`src/rtl/rtpc_pkg.sv`:
```
package rtpc_pkg;

  // Configuration port.
  localparam int CFG_IDX_W  = 2;
  localparam int CFG_DATA_W = 32;
  localparam logic [CFG_IDX_W-1:0] CFG_ORG_X    = 2'd0;
  localparam logic [CFG_IDX_W-1:0] CFG_ORG_Y    = 2'd1;
  localparam logic [CFG_IDX_W-1:0] CFG_ORG_Z    = 2'd2;
  localparam logic [CFG_IDX_W-1:0] CFG_DIST_LIM = 2'd3;

  // Width of the distance limit register.
  localparam int DIST_LIM_W = 24;

  // Microprogram sequencing.
  localparam int STEP_W = 5;
  localparam logic [STEP_W-1:0] LAST_STEP = 5'd16;

  typedef enum logic [2:0] {
    S_IDLE = 3'b001,
    S_RUN  = 3'b010,
    S_FIN  = 3'b100
  } state_e;

  // Multiplier operand A: a narrow difference or a chunk of a wide result.
  typedef enum logic [3:0] {
    A_E1X, A_E1Y, A_SX, A_SY,
    A_ULO, A_UHI, A_VLO, A_VHI, A_DLO, A_DHI
  } a_sel_e;

  // Multiplier operand B.
  typedef enum logic [2:0] {
    B_E2X, B_E2Y, B_E1X, B_E1Y, B_E1Z, B_E2Z, B_SZ, B_MAX
  } b_sel_e;

  // Stored wide value added straight into the accumulator.
  typedef enum logic {
    R_DET, R_U
  } reg_sel_e;

  typedef enum logic [1:0] {
    ST_NONE, ST_DET, ST_U, ST_V
  } store_e;

  // Sign tests on the accumulator, corrected by the sign of the determinant.
  typedef enum logic [2:0] {
    CK_NONE, CK_GE, CK_LE, CK_GT, CK_LT
  } chk_e;

  typedef struct packed {
    a_sel_e   a_sel;
    b_sel_e   b_sel;
    logic     from_reg;
    reg_sel_e reg_sel;
    logic     shift;
    logic     neg;
    logic     clr;
    store_e   store;
    chk_e     chk;
    logic     fin;
  } step_ctl_t;

  // One accumulator pass per step; the accumulator value after each check
  // step is the quantity named in the comment.
  function automatic step_ctl_t step_ctl(input logic [STEP_W-1:0] idx);
    step_ctl_t c;
    case (idx)
      // det = e1y*e2x - e1x*e2y
      5'd0:  c = '{A_E1Y, B_E2X, 1'b0, R_DET, 1'b0, 1'b0, 1'b1, ST_NONE, CK_NONE, 1'b0};
      5'd1:  c = '{A_E1X, B_E2Y, 1'b0, R_DET, 1'b0, 1'b1, 1'b0, ST_DET,  CK_NONE, 1'b0};
      // U = sy*e2x - sx*e2y, then U - det
      5'd2:  c = '{A_SY,  B_E2X, 1'b0, R_DET, 1'b0, 1'b0, 1'b1, ST_NONE, CK_NONE, 1'b0};
      5'd3:  c = '{A_SX,  B_E2Y, 1'b0, R_DET, 1'b0, 1'b1, 1'b0, ST_U,    CK_GE,   1'b0};
      5'd4:  c = '{A_SX,  B_E2Y, 1'b1, R_DET, 1'b0, 1'b1, 1'b0, ST_NONE, CK_LE,   1'b0};
      // V = sx*e1y - sy*e1x, then U + V - det
      5'd5:  c = '{A_SX,  B_E1Y, 1'b0, R_DET, 1'b0, 1'b0, 1'b1, ST_NONE, CK_NONE, 1'b0};
      5'd6:  c = '{A_SY,  B_E1X, 1'b0, R_DET, 1'b0, 1'b1, 1'b0, ST_V,    CK_GE,   1'b0};
      5'd7:  c = '{A_SY,  B_E1X, 1'b1, R_U,   1'b0, 1'b0, 1'b0, ST_NONE, CK_NONE, 1'b0};
      5'd8:  c = '{A_SY,  B_E1X, 1'b1, R_DET, 1'b0, 1'b1, 1'b0, ST_NONE, CK_LE,   1'b0};
      // T = U*e1z + V*e2z - det*sz, wide operands split in two chunks
      5'd9:  c = '{A_ULO, B_E1Z, 1'b0, R_DET, 1'b0, 1'b0, 1'b1, ST_NONE, CK_NONE, 1'b0};
      5'd10: c = '{A_UHI, B_E1Z, 1'b0, R_DET, 1'b1, 1'b0, 1'b0, ST_NONE, CK_NONE, 1'b0};
      5'd11: c = '{A_VLO, B_E2Z, 1'b0, R_DET, 1'b0, 1'b0, 1'b0, ST_NONE, CK_NONE, 1'b0};
      5'd12: c = '{A_VHI, B_E2Z, 1'b0, R_DET, 1'b1, 1'b0, 1'b0, ST_NONE, CK_NONE, 1'b0};
      5'd13: c = '{A_DLO, B_SZ,  1'b0, R_DET, 1'b0, 1'b1, 1'b0, ST_NONE, CK_NONE, 1'b0};
      5'd14: c = '{A_DHI, B_SZ,  1'b0, R_DET, 1'b1, 1'b1, 1'b0, ST_NONE, CK_GT,   1'b0};
      // T - limit*det
      5'd15: c = '{A_DLO, B_MAX, 1'b0, R_DET, 1'b0, 1'b1, 1'b0, ST_NONE, CK_NONE, 1'b0};
      5'd16: c = '{A_DHI, B_MAX, 1'b0, R_DET, 1'b1, 1'b1, 1'b0, ST_NONE, CK_LT,   1'b1};
      default: c = '{A_E1X, B_E2X, 1'b0, R_DET, 1'b0, 1'b0, 1'b0, ST_NONE, CK_NONE, 1'b0};
    endcase
    return c;
  endfunction

endpackage

```
`src/rtl/ray_triangle_parity_counter.sv`:
```
// Ray/triangle parity counter. A ray leaves the configured origin straight up
// (+z) and the mesh is streamed through the block one triangle per request.
// Each triangle gets an exact fixed-point ray/triangle intersection test: no
// division, the barycentric and distance bounds are compared after scaling by
// the determinant, and a zero determinant is never a hit. A hit needs the
// distance strictly between zero and the configured distance limit. Every
// triangle returns one result with the hit flag, the saturating running hit
// count, its parity (1 means the origin is inside) and an echo of
// last_triangle; after the last triangle the count is cleared. A triangle
// passes through 17 microprogram steps on the single shared multiplier,
// followed by one accumulate stage and a result-load state that waits for
// the output register to be free; the next triangle is accepted after that.
// A new triangle may be accepted while the previous result still waits on
// the output register. Configuration writes are taken at any time but must
// only be issued while no triangle is in flight; a write takes effect from
// the next triangle.
module ray_triangle_parity_counter #(
  parameter int COORD_WIDTH = 24,
  parameter int COUNT_WIDTH = 16
) (
  input  logic                                 clk_i,
  input  logic                                 rst_ni,
  input  logic                                 cfg_valid_i,
  output logic                                 cfg_ready_o,
  input  logic [rtpc_pkg::CFG_IDX_W-1:0]       cfg_index_i,
  input  logic [rtpc_pkg::CFG_DATA_W-1:0]      cfg_data_i,
  input  logic                                 in_valid_i,
  output logic                                 in_ready_o,
  input  logic signed [COORD_WIDTH-1:0]        v0_x_i,
  input  logic signed [COORD_WIDTH-1:0]        v0_y_i,
  input  logic signed [COORD_WIDTH-1:0]        v0_z_i,
  input  logic signed [COORD_WIDTH-1:0]        v1_x_i,
  input  logic signed [COORD_WIDTH-1:0]        v1_y_i,
  input  logic signed [COORD_WIDTH-1:0]        v1_z_i,
  input  logic signed [COORD_WIDTH-1:0]        v2_x_i,
  input  logic signed [COORD_WIDTH-1:0]        v2_y_i,
  input  logic signed [COORD_WIDTH-1:0]        v2_z_i,
  input  logic                                 last_triangle_i,
  output logic                                 out_valid_o,
  input  logic                                 out_ready_i,
  output logic                                 hit_o,
  output logic [COUNT_WIDTH-1:0]               crossings_o,
  output logic                                 inside_res_o,
  output logic                                 last_o
);
  import rtpc_pkg::*;

  // Edge and origin differences need one extra bit.
  localparam int DW = COORD_WIDTH + 1;
  // det, U and V are differences of two products of such differences.
  localparam int XW = 2 * COORD_WIDTH + 2;
  // Wide values are fed to the multiplier as a low and a high chunk.
  localparam int H  = COORD_WIDTH + 1;
  localparam int NA = COORD_WIDTH + 2;
  localparam int NB = (DW > DIST_LIM_W + 1) ? DW : DIST_LIM_W + 1;
  localparam int PW = NA + NB;
  // The accumulator holds T and limit*det exactly, plus margin.
  localparam int TW = 3 * COORD_WIDTH + 4;
  localparam int MW = 2 * COORD_WIDTH + DIST_LIM_W + 2;
  localparam int AW = ((TW > MW) ? TW : MW) + 2;

  // Configuration registers.
  logic signed [COORD_WIDTH-1:0] org_x_q, org_y_q, org_z_q;
  logic [DIST_LIM_W-1:0]         maxd_q;

  // Triangle operands, captured as differences on acceptance.
  logic signed [DW-1:0] e1x_q, e1y_q, e1z_q, e2x_q, e2y_q, e2z_q;
  logic signed [DW-1:0] sx_q, sy_q, sz_q;
  logic                 last_q;

  // Sequencer.
  state_e              state_q, state_d;
  logic [STEP_W-1:0]   step_q;
  logic                issue;
  step_ctl_t           ctl_c, ctl_q;
  logic                pv_q;

  // Shared multiplier and accumulator.
  logic signed [NA-1:0] a_op;
  logic signed [NB-1:0] b_op;
  logic signed [PW-1:0] prod_c, prod_q;
  logic signed [AW-1:0] addend, base, sum, acc_q;
  logic signed [XW-1:0] det_q, u_q, v_q;
  logic                 z_c, n_c, s_c, chk_ok, det_nz;
  logic                 ok_q, hit_q;

  // Hit count and result register.
  logic [COUNT_WIDTH-1:0] cnt_q, cnt_new;
  logic                   load;
  logic                   out_valid_q;
  logic                   hit_out_q, inside_q, last_out_q;
  logic [COUNT_WIDTH-1:0] cross_q;

  logic accept;

  assign cfg_ready_o = 1'b1;
  assign in_ready_o  = (state_q == S_IDLE);
  assign accept      = in_valid_i && in_ready_o;

  always_ff @(posedge clk_i or negedge rst_ni) begin
    if (!rst_ni) begin
      org_x_q <= '0;
      org_y_q <= '0;
      org_z_q <= '0;
      maxd_q  <= '0;
    end else if (cfg_valid_i) begin
      case (cfg_index_i)
        CFG_ORG_X:    org_x_q <= $signed(cfg_data_i[COORD_WIDTH-1:0]);
        CFG_ORG_Y:    org_y_q <= $signed(cfg_data_i[COORD_WIDTH-1:0]);
        CFG_ORG_Z:    org_z_q <= $signed(cfg_data_i[COORD_WIDTH-1:0]);
        CFG_DIST_LIM: maxd_q  <= cfg_data_i[DIST_LIM_W-1:0];
        default: ;
      endcase
    end
  end

  // Every difference is one narrow subtraction, all done in parallel.
  always_ff @(posedge clk_i) begin
    if (accept) begin
      e1x_q  <= DW'(v1_x_i) - DW'(v0_x_i);
      e1y_q  <= DW'(v1_y_i) - DW'(v0_y_i);
      e1z_q  <= DW'(v1_z_i) - DW'(v0_z_i);
      e2x_q  <= DW'(v2_x_i) - DW'(v0_x_i);
      e2y_q  <= DW'(v2_y_i) - DW'(v0_y_i);
      e2z_q  <= DW'(v2_z_i) - DW'(v0_z_i);
      sx_q   <= DW'(org_x_q) - DW'(v0_x_i);
      sy_q   <= DW'(org_y_q) - DW'(v0_y_i);
      sz_q   <= DW'(org_z_q) - DW'(v0_z_i);
      last_q <= last_triangle_i;
    end
  end

  // The microprogram issues one step per cycle while running.
  assign issue = (state_q == S_RUN) && (step_q <= LAST_STEP);
  assign ctl_c = step_ctl(step_q);

  always_comb begin
    case (ctl_c.a_sel)
      A_E1X:   a_op = NA'(e1x_q);
      A_E1Y:   a_op = NA'(e1y_q);
      A_SX:    a_op = NA'(sx_q);
      A_SY:    a_op = NA'(sy_q);
      A_ULO:   a_op = $signed({1'b0, u_q[H-1:0]});
      A_UHI:   a_op = NA'($signed(u_q[XW-1:H]));
      A_VLO:   a_op = $signed({1'b0, v_q[H-1:0]});
      A_VHI:   a_op = NA'($signed(v_q[XW-1:H]));
      A_DLO:   a_op = $signed({1'b0, det_q[H-1:0]});
      A_DHI:   a_op = NA'($signed(det_q[XW-1:H]));
      default: a_op = '0;
    endcase
  end

  always_comb begin
    case (ctl_c.b_sel)
      B_E2X:   b_op = NB'(e2x_q);
      B_E2Y:   b_op = NB'(e2y_q);
      B_E1X:   b_op = NB'(e1x_q);
      B_E1Y:   b_op = NB'(e1y_q);
      B_E1Z:   b_op = NB'(e1z_q);
      B_E2Z:   b_op = NB'(e2z_q);
      B_SZ:    b_op = NB'(sz_q);
      B_MAX:   b_op = $signed(NB'(maxd_q));
      default: b_op = '0;
    endcase
  end

  assign prod_c = a_op * b_op;

  // Product register: the accumulate of a step happens in the cycle after
  // its multiply, together with the step's control word.
  always_ff @(posedge clk_i) begin
    if (issue) begin
      prod_q <= prod_c;
    end
  end

  // Accumulate stage. The addend is either the registered product (high
  // chunks shifted up by the chunk width) or a stored wide result.
  always_comb begin
    if (ctl_q.from_reg) begin
      addend = (ctl_q.reg_sel == R_DET) ? AW'(det_q) : AW'(u_q);
    end else if (ctl_q.shift) begin
      addend = AW'(prod_q) <<< H;
    end else begin
      addend = AW'(prod_q);
    end
    base = ctl_q.clr ? '0 : acc_q;
    sum  = base + (addend ^ {AW{ctl_q.neg}}) + AW'(ctl_q.neg);
  end

  // The bounds are tested on det-scaled values; a negative determinant
  // flips the sense of every sign test instead of negating the operands.
  assign z_c    = (sum == '0);
  assign n_c    = sum[AW-1];
  assign s_c    = det_q[XW-1];
  assign det_nz = (det_q != '0);

  always_comb begin
    case (ctl_q.chk)
      CK_NONE: chk_ok = 1'b1;
      CK_GE:   chk_ok = z_c || (n_c == s_c);
      CK_LE:   chk_ok = z_c || (n_c != s_c);
      CK_GT:   chk_ok = !z_c && (n_c == s_c);
      CK_LT:   chk_ok = !z_c && (n_c != s_c);
      default: chk_ok = 1'b1;
    endcase
  end

  always_ff @(posedge clk_i) begin
    if (pv_q) begin
      acc_q <= sum;
      case (ctl_q.store)
        ST_DET:  det_q <= $signed(sum[XW-1:0]);
        ST_U:    u_q   <= $signed(sum[XW-1:0]);
        ST_V:    v_q   <= $signed(sum[XW-1:0]);
        default: ;
      endcase
    end
  end

  // The result register is loaded once the previous result has left.
  assign load = (state_q == S_FIN) && (!out_valid_q || out_ready_i);

  always_comb begin
    state_d = state_q;
    case (state_q)
      S_IDLE:  if (accept) state_d = S_RUN;
      S_RUN:   if (pv_q && ctl_q.fin) state_d = S_FIN;
      S_FIN:   if (load) state_d = S_IDLE;
      default: state_d = S_IDLE;
    endcase
  end

  always_ff @(posedge clk_i or negedge rst_ni) begin
    if (!rst_ni) begin
      state_q <= S_IDLE;
      step_q  <= '0;
      pv_q    <= 1'b0;
      ctl_q   <= step_ctl('0);
      ok_q    <= 1'b0;
      hit_q   <= 1'b0;
    end else begin
      state_q <= state_d;
      pv_q    <= issue;
      if (accept) begin
        step_q <= '0;
        ok_q   <= 1'b1;
      end else if (issue) begin
        step_q <= step_q + STEP_W'(1);
      end
      if (issue) begin
        ctl_q <= ctl_c;
      end
      if (pv_q) begin
        ok_q <= ok_q && chk_ok;
        if (ctl_q.fin) begin
          hit_q <= ok_q && chk_ok && det_nz;
        end
      end
    end
  end

  // Saturating count including the current triangle.
  assign cnt_new = cnt_q + COUNT_WIDTH'(hit_q && (cnt_q != '1));

  always_ff @(posedge clk_i or negedge rst_ni) begin
    if (!rst_ni) begin
      cnt_q       <= '0;
      out_valid_q <= 1'b0;
    end else begin
      if (load) begin
        out_valid_q <= 1'b1;
        cnt_q       <= last_q ? '0 : cnt_new;
      end else if (out_valid_q && out_ready_i) begin
        out_valid_q <= 1'b0;
      end
    end
  end

  always_ff @(posedge clk_i) begin
    if (load) begin
      hit_out_q  <= hit_q;
      cross_q    <= cnt_new;
      inside_q   <= cnt_new[0];
      last_out_q <= last_q;
    end
  end

  assign out_valid_o  = out_valid_q;
  assign hit_o        = hit_out_q;
  assign crossings_o  = cross_q;
  assign inside_res_o = inside_q;
  assign last_o       = last_out_q;

`ifndef SYNTHESIS
  // The final accumulate always hands over to the result-load state.
  a_fin_to_load: assert property (@(posedge clk_i) disable iff (!rst_ni)
    (state_q == S_RUN) && pv_q && ctl_q.fin |=> (state_q == S_FIN))
    else $error("final step did not move to result load");

  // No step may still be in the accumulate stage when a new triangle can enter.
  a_idle_drained: assert property (@(posedge clk_i) disable iff (!rst_ni)
    in_ready_o |-> !pv_q)
    else $error("accumulate stage busy while accepting a triangle");

  // A loaded result that is not the last one keeps the count it reported.
  a_count_kept: assert property (@(posedge clk_i) disable iff (!rst_ni)
    load && !last_q |=> (cnt_q == cross_q))
    else $error("hit count differs from reported crossings");
`endif

endmodule

```
`config.mk`:
```
export PLATFORM = sky130hd
export DESIGN_NAME = ray_triangle_parity_counter
export DESIGN_NICKNAME = d
export VERILOG_FILES = /design/src/rtl/rtpc_pkg.sv /design/src/rtl/ray_triangle_parity_counter.sv
export SDC_FILE = /design/constraint.sdc
export NUM_CORES = 2
export LEC_CHECK = 0
export ABC_CLOCK_PERIOD_IN_PS = 41400
export BUFFER_PORTS_ARGS = -buffer_cell sky130_fd_sc_hd__buf_2
export CORE_AREA = 2 2 328 330
export DETAILED_ROUTE_END_ITERATION = 10
export DIE_AREA = 0 0 330 332
export MAX_ROUTING_LAYER = met4
export PLACE_DENSITY = 0.81
export SYNTH_ARGS = -nofsm -noshare
export SYNTH_HDL_FRONTEND = slang
export SYNTH_SLANG_ARGS = --single-unit
```
`constraint.sdc`:
```
create_clock -name clk_i -period 41.4 [get_ports clk_i]
set_clock_uncertainty 0.05 [all_clocks]
set_input_delay 4.14 -clock clk_i [delete_from_list [all_inputs] [get_ports clk_i]]
set_output_delay 4.14 -clock clk_i [all_outputs]
set_load 0.03 [all_outputs]
```
# == Word-level counts from Yosys, hierarchy flattened ==
# Memories as Yosys holds them, arrays and structs flattened.
# Cells that the tools add are included.
# op_classes
n_reduce_logical,32
magnitude_cmp,1
eq_ne,35
n_mul,1
n_addsub,13
mux,18
bitwise_logic,1
# ops
cell,count
one-hot mux 26 bit (10 select lines),1
2-to-1 mux 78 bit,3
subtractor 24 x 24 -> 25 bit,9
one-hot mux 25 bit (8 select lines),1
adder 78 x 1 -> 78 bit,1
adder 78 bit,1
zero test 78 bit,1
XOR 78 bit,1
2-to-1 mux 75 bit,1
multiplier 26 x 25 -> 51 bit,1
nonzero test 50 bit,1
"== test 3 bit, second input constant",6
adder 16 x 1 -> 16 bit,1
"== test 4 x 3 -> 1 bit, second input constant",4
2-to-1 mux 16 bit,1
"inequality test 16 bit, second input constant",1
AND reduction 2 bit,8
"== test 3 x 2 -> 1 bit, second input constant",5
logical AND 1 bit,10
2-to-1 mux 5 bit,2
"== test 3 x 1 -> 1 bit, second input constant",3
2-to-1 mux 3 bit,3
one-hot mux 3 bit (3 select lines),1
"== test 2 bit, second input constant",4
other kinds (19),31
# totals
input_bits,256
ff_bits,659
mem_count,1
wordCells,140
rom_bits,576
# mem_list
memory,words,width,read_ports,rd_ports_with_merged_regs,write_ports,line,source
(name not given),32,18,1,0,0,rtpc_pkg.sv:66,case (idx)

# == Logic depth before layout (Yosys ltp) ==
# logic_depth
ltp_word,11
mapped_depth,45
depth_no_buf,42

# == Worst setup path before layout ==
# Ideal clock, no wire load.
# synth_path
path_type,in2reg
start,input in_valid_i
end,"register e1x_q[0], enable pin"
required_time_ps,40247
setup_slack_ps,20568
n_path_buf,0
path_stages,2
setup_ps,1103
arrival_time_ps,19679
path_cell_list,nand2_1 nor3_1
# synth_between
elab_chain_len,1
# synth_lines
element,line,source
"start, declared",ray_triangle_parity_counter.sv:27,"input logic in_valid_i,"
logical AND 1 bit,ray_triangle_parity_counter.sv:98,assign accept = in_valid_i && in_ready_o;
named net accept,ray_triangle_parity_counter.sv:94,logic accept;
"end signal, assigned",ray_triangle_parity_counter.sv:120,e1x_q <= DW'(v1_x_i) - DW'(v0_x_i);
"end, declared",ray_triangle_parity_counter.sv:67,"logic signed [DW-1:0] e1x_q, e1y_q, e1z_q, e2x_q, e2y_q, e2z_q;"
# The timed path passes the listed nets, and every way through them passes these cells.
# A chain may end at the register's enable or synchronous reset.

# == Worst setup path after layout ==
# layout_path
start,register step_q[2]
end,"register prod_q[49], data pin"
# layout_between
elab_chain_len,4
elab_cells_between_ends,22
classes_between,1 x mul; 16 x eq/ne; 2 x mux; 2 x reduce/logical; 1 x memory
# layout_lines
element,line,source
"start, declared",ray_triangle_parity_counter.sv:73,logic [STEP_W-1:0] step_q;
"start signal, assigned",ray_triangle_parity_counter.sv:249,step_q <= step_q + STEP_W'(1);
memory (32 x 18 bit) (*),--,
== test 4 bit (tied with other cells),ray_triangle_parity_counter.sv:138,case (ctl_c.a_sel)
one-hot mux 26 bit (10 select lines) or one-hot mux 25 bit (8 select lines) (tied branches),"ray_triangle_parity_counter.sv:138, ray_triangle_parity_counter.sv:154",
multiplier 26 x 25 -> 51 bit (*),ray_triangle_parity_counter.sv:167,assign prod_c = a_op * b_op;
named net prod_c[49],ray_triangle_parity_counter.sv:81,"logic signed [PW-1:0] prod_c, prod_q;"
"end signal, assigned",ray_triangle_parity_counter.sv:173,prod_q <= prod_c;
"end, declared",ray_triangle_parity_counter.sv:81,
# The timed path passes the listed nets; every way through them passes the cells marked *.

==> results by group <==
Synthesis
  – Largest family of logic cells by synthesized area: adder cells
  – YS warnings: 0
  – Avg Cell Area, Syn: 9.50 um2
  – Post-synth EDFFs: 523
  – Top cells by area, synth: edfxtp_1 (24%), fa_1 (21%), ha_1 (8.4%)
  – Unique cell type count in the Yosys netlist: 108
  – Largest area contributor in the netlist: edfxtp_1
  – Mapped Nets: 8391
  – Post-synthesis cell area: 0.0665 mm2
  – Multiplexer area fraction after synthesis: 2.68%
  – Area share of the largest cell type after synthesis: 23.6%
  – Xor/xnor share of the synthesized area: 4.23%
  – Most frequent cell after synthesis: inv_1
  – Post-synthesis compound-gate area fraction: 12.9%
  – Ys async rst share: 20.4%
  – Simple-gate share of the synthesized area: 15.4%
  – Synth top cells by count: inv_1 (932), nand2_1 (736), fa_1 (691), nor2_1 (589), edfxtp_1 (523)
  – Ys flop type: edfxtp_1
  – Post-synthesis sequential element count: 657
  – Sequential-to-total area share from yosys stat: 28.7%
  – Adder-cell share of the synthesized area: 29.2%
  – Syn Inst Count: 6999

Clocking
  – H-tree levels: 3
  – Cts bufs inserted: 72
  – Clk root buf: clkbuf_16
  – Post-CTS sizing: 0
  – Clock Tree Buf Depth: 3
  – Number of setup buffers added after CTS: 0
  – TritonCTS clock tree: done
  – Clock transition at path regs: 0.06 ns
  – Hold-fix buffers, CTS: 0
  – Sink Count: 657
  – Clock Latency Late Sink: 0.67 ns

Final layout
  – Design area: 0.0722 mm2
  – Fill cell count: 8098
  – Final #Nets: 8558
  – Share of cells above drive strength 1: 9.98%
  – Area grow syn2layout: 8.49%

Power
  – Leakage: 32.0 nW
  – PwrDens: 23.9 mW/mm2
  – VDD IR-drop max: 0.0000283 V

Global routing
  – Largest net degree at the start of global routing: 167
  – Gr ovfl total: 0
  – GRT busiest layer: met2
  – M1 GR Usage: 50.2%
  – First-pass GRT wire length: 324000 um
  – GRT Total Usage: 40.3%
  – GRT met2 Usage: 62.4%
  – Met3 Track Usage GR: 7.96%
  – Initial antenna violation count: 6
  – Vias in the first global route: 55558

Routing
  – Via count: 55414
  – 1st-iter DRT viols: 6747
  – Vias per inst: 6.42
  – Final routed DRC violation total: 0
  – Post-route ant nets: 0
  – Drt pass-1 iters: 8
  – WL final: 214000 um
  – Average wire per standard cell: 24.8 um

Critical path
  – Reg-to-Reg End: prod_q[49]
  – Critical Path RT: 41.71 ns
  – Largest stage delay on the critical path: 1.13 ns
  – Crit path max fanout: 26
  – Setup CP Type: reg -> reg
  – Slowest CP cell: fa_1
  – CP Launch Type: register
  – Critical path arrival: 13.46 ns
  – R2r worst-path depth: 36
  – CP endpoint kind: register
  – RR Startpoint: step_q[2]
  – Reg2Reg Setup Slack: 28.25 ns

Floorplan
  – Die Wd: 330 um
  – Initial Utilization: 62.6%
  – Die ar.: 0.110 mm2
  – Die H: 332 um
  – Core Rows: 120
  – Core area: 0.106 mm2
  – Total I/O pin count: 278

Timing
  – Slew Limit Fails: 0
  – Crit path time final: 13.15 ns
  – Sum Neg Setup Slack: 0 ns
  – FMAX: 76.0 MHz
  – RSZ-0062 raised after global routing: no
  – Least-Margin Pin Slew: 1.34 ns
  – Hold Vio Cnt, Final: 0
  – Slew margin rel.: 8.55%
  – Final period utilization: 31.8%
  – # setup viols final: 0

Placed design
  – GPL Wtd Cong: 1.02
  – Input/output buffers: 268
  – DP Area: 0.0696 mm2
  – DP HPWL: 166000 um

Min path
  – Hold EP: org_y_q[0]
  – Min-delay src: org_y_q[0]
  – Worst Hold Class: reg -> reg
  – Hold Path Cell Cnt: 1

Status
  – Status: finished, final reports clean

Job
  – Max Cap Violations: 0
==> sequential cells by signal (all words and copies together), names as in the netlist, 50 cells and up <==
name,cells
v_q,50
prod_q,51
u_q,50
det_q,50
acc_q,78
==> per-stage QoR <==
step                hold slack, ns  utilization, %  setup slack (ns)  std cells  power, mW
finish                       0.455            67.9             28.25       8634       1.72
global route                 0.473            67.9             27.84       8634       1.77
CTS                          0.459            67.9             28.59       8627       1.71
detailed placement           0.446            65.5             28.72       8495       1.03
global placement             0.437            65.5             28.76       8495       1.02
floorplan                    0.390               -             20.57       6999      0.953
==> final cells by class <==
class / count / area [um2] / share of cell area (%)
multi-input cells: 5130 / 43100 / 59.8
flip-flops and latches: 657 / 19100 / 26.4
inverters: 934 / 3510 / 4.86
repair buffers: 371 / 2130 / 2.96
clock buffers: 96 / 1970 / 2.73
well taps: 1403 / 1760 / 2.43
clock inverters: 36 / 562 / 0.779
diodes: 7 / 17.5 / 0.0243
==> cell usage in the layout, fill, tap and decap left out, drive strengths merged, types with 15 or more instances in the layout <==
cell type and count:
nor3 147, a22oi 48, and2 48, inv 936, nand2b 90, fa 691
nand2 736, and3 54, o21a 39, a21oi 373, edfxtp 523, nor4 39
o211ai 27, or3 50, a22o 20, o21ai 261, xor2 65, dfrtp 132
mux2 119, a221o 15, nand3 130, a2111oi 24, mux2i 44, clkinv 22
o31ai 21, or2 40, buf 371, a21boi 61, nand4 44, nor2b 190
ha 445, a211oi 69, nor2 590, a21o 82, clkbuf 96, xnor2 256
a221oi 34, a31oi 47, o21bai 35
==> worst max-delay path, delay by kind of cell (launching register included) <==
kind	cells	cell delay [ns]
compound gates	16	3.05
xor+xnor	1	0.27
flops	1	0.78
buf+inv	5	1.41
simple gates	7	3.07
fa+ha+maj	7	4.12
==> per-layer routing <==
layer / vias to the layer above / part of all wire, %
li1: 24076 / -
met1: 27214 / 36
met2: 3431 / 46
met3: 693 / 11
met4: 0 / 6.4
met5: - / 0
==> worst max-delay path by stage <==
stage	start	to	cells past startpoint
2_1_floorplan	in_valid_i	e1x_q[0]	2
3_3_place_gp	step_q[2]	prod_q[49]	37
3_5_place_dp	step_q[2]	prod_q[49]	37
4_1_cts	step_q[2]	prod_q[49]	37
5_1_grt	step_q[2]	prod_q[47]	38
6_report	step_q[2]	prod_q[49]	36
==> kinds of logic (layout without fill, tap and decap cells) <==
| kind of cell | after synthesis | after routing |
|---|---|---|
| simple gates | 2208 | 2208 |
| fa+ha+maj | 1136 | 1136 |
| compound gates | 1301 | 1301 |
| buf+inv | 1212 | 1437 |
| mux | 163 | 163 |
| flops | 657 | 657 |
| xor+xnor | 321 | 321 |
| other cells | 1 | 8 |
==> where the power goes <==
group / total (mW) / switching [mW] / internal, mW
Clock: 0.696 / 0.293 / 0.404
Sequential: 0.754 / 0.0114 / 0.742
Combinational: 0.272 / 0.154 / 0.118
Total: 1.72 / 0.458 / 1.26
Note: power is estimated with default switching activity, not from simulation.
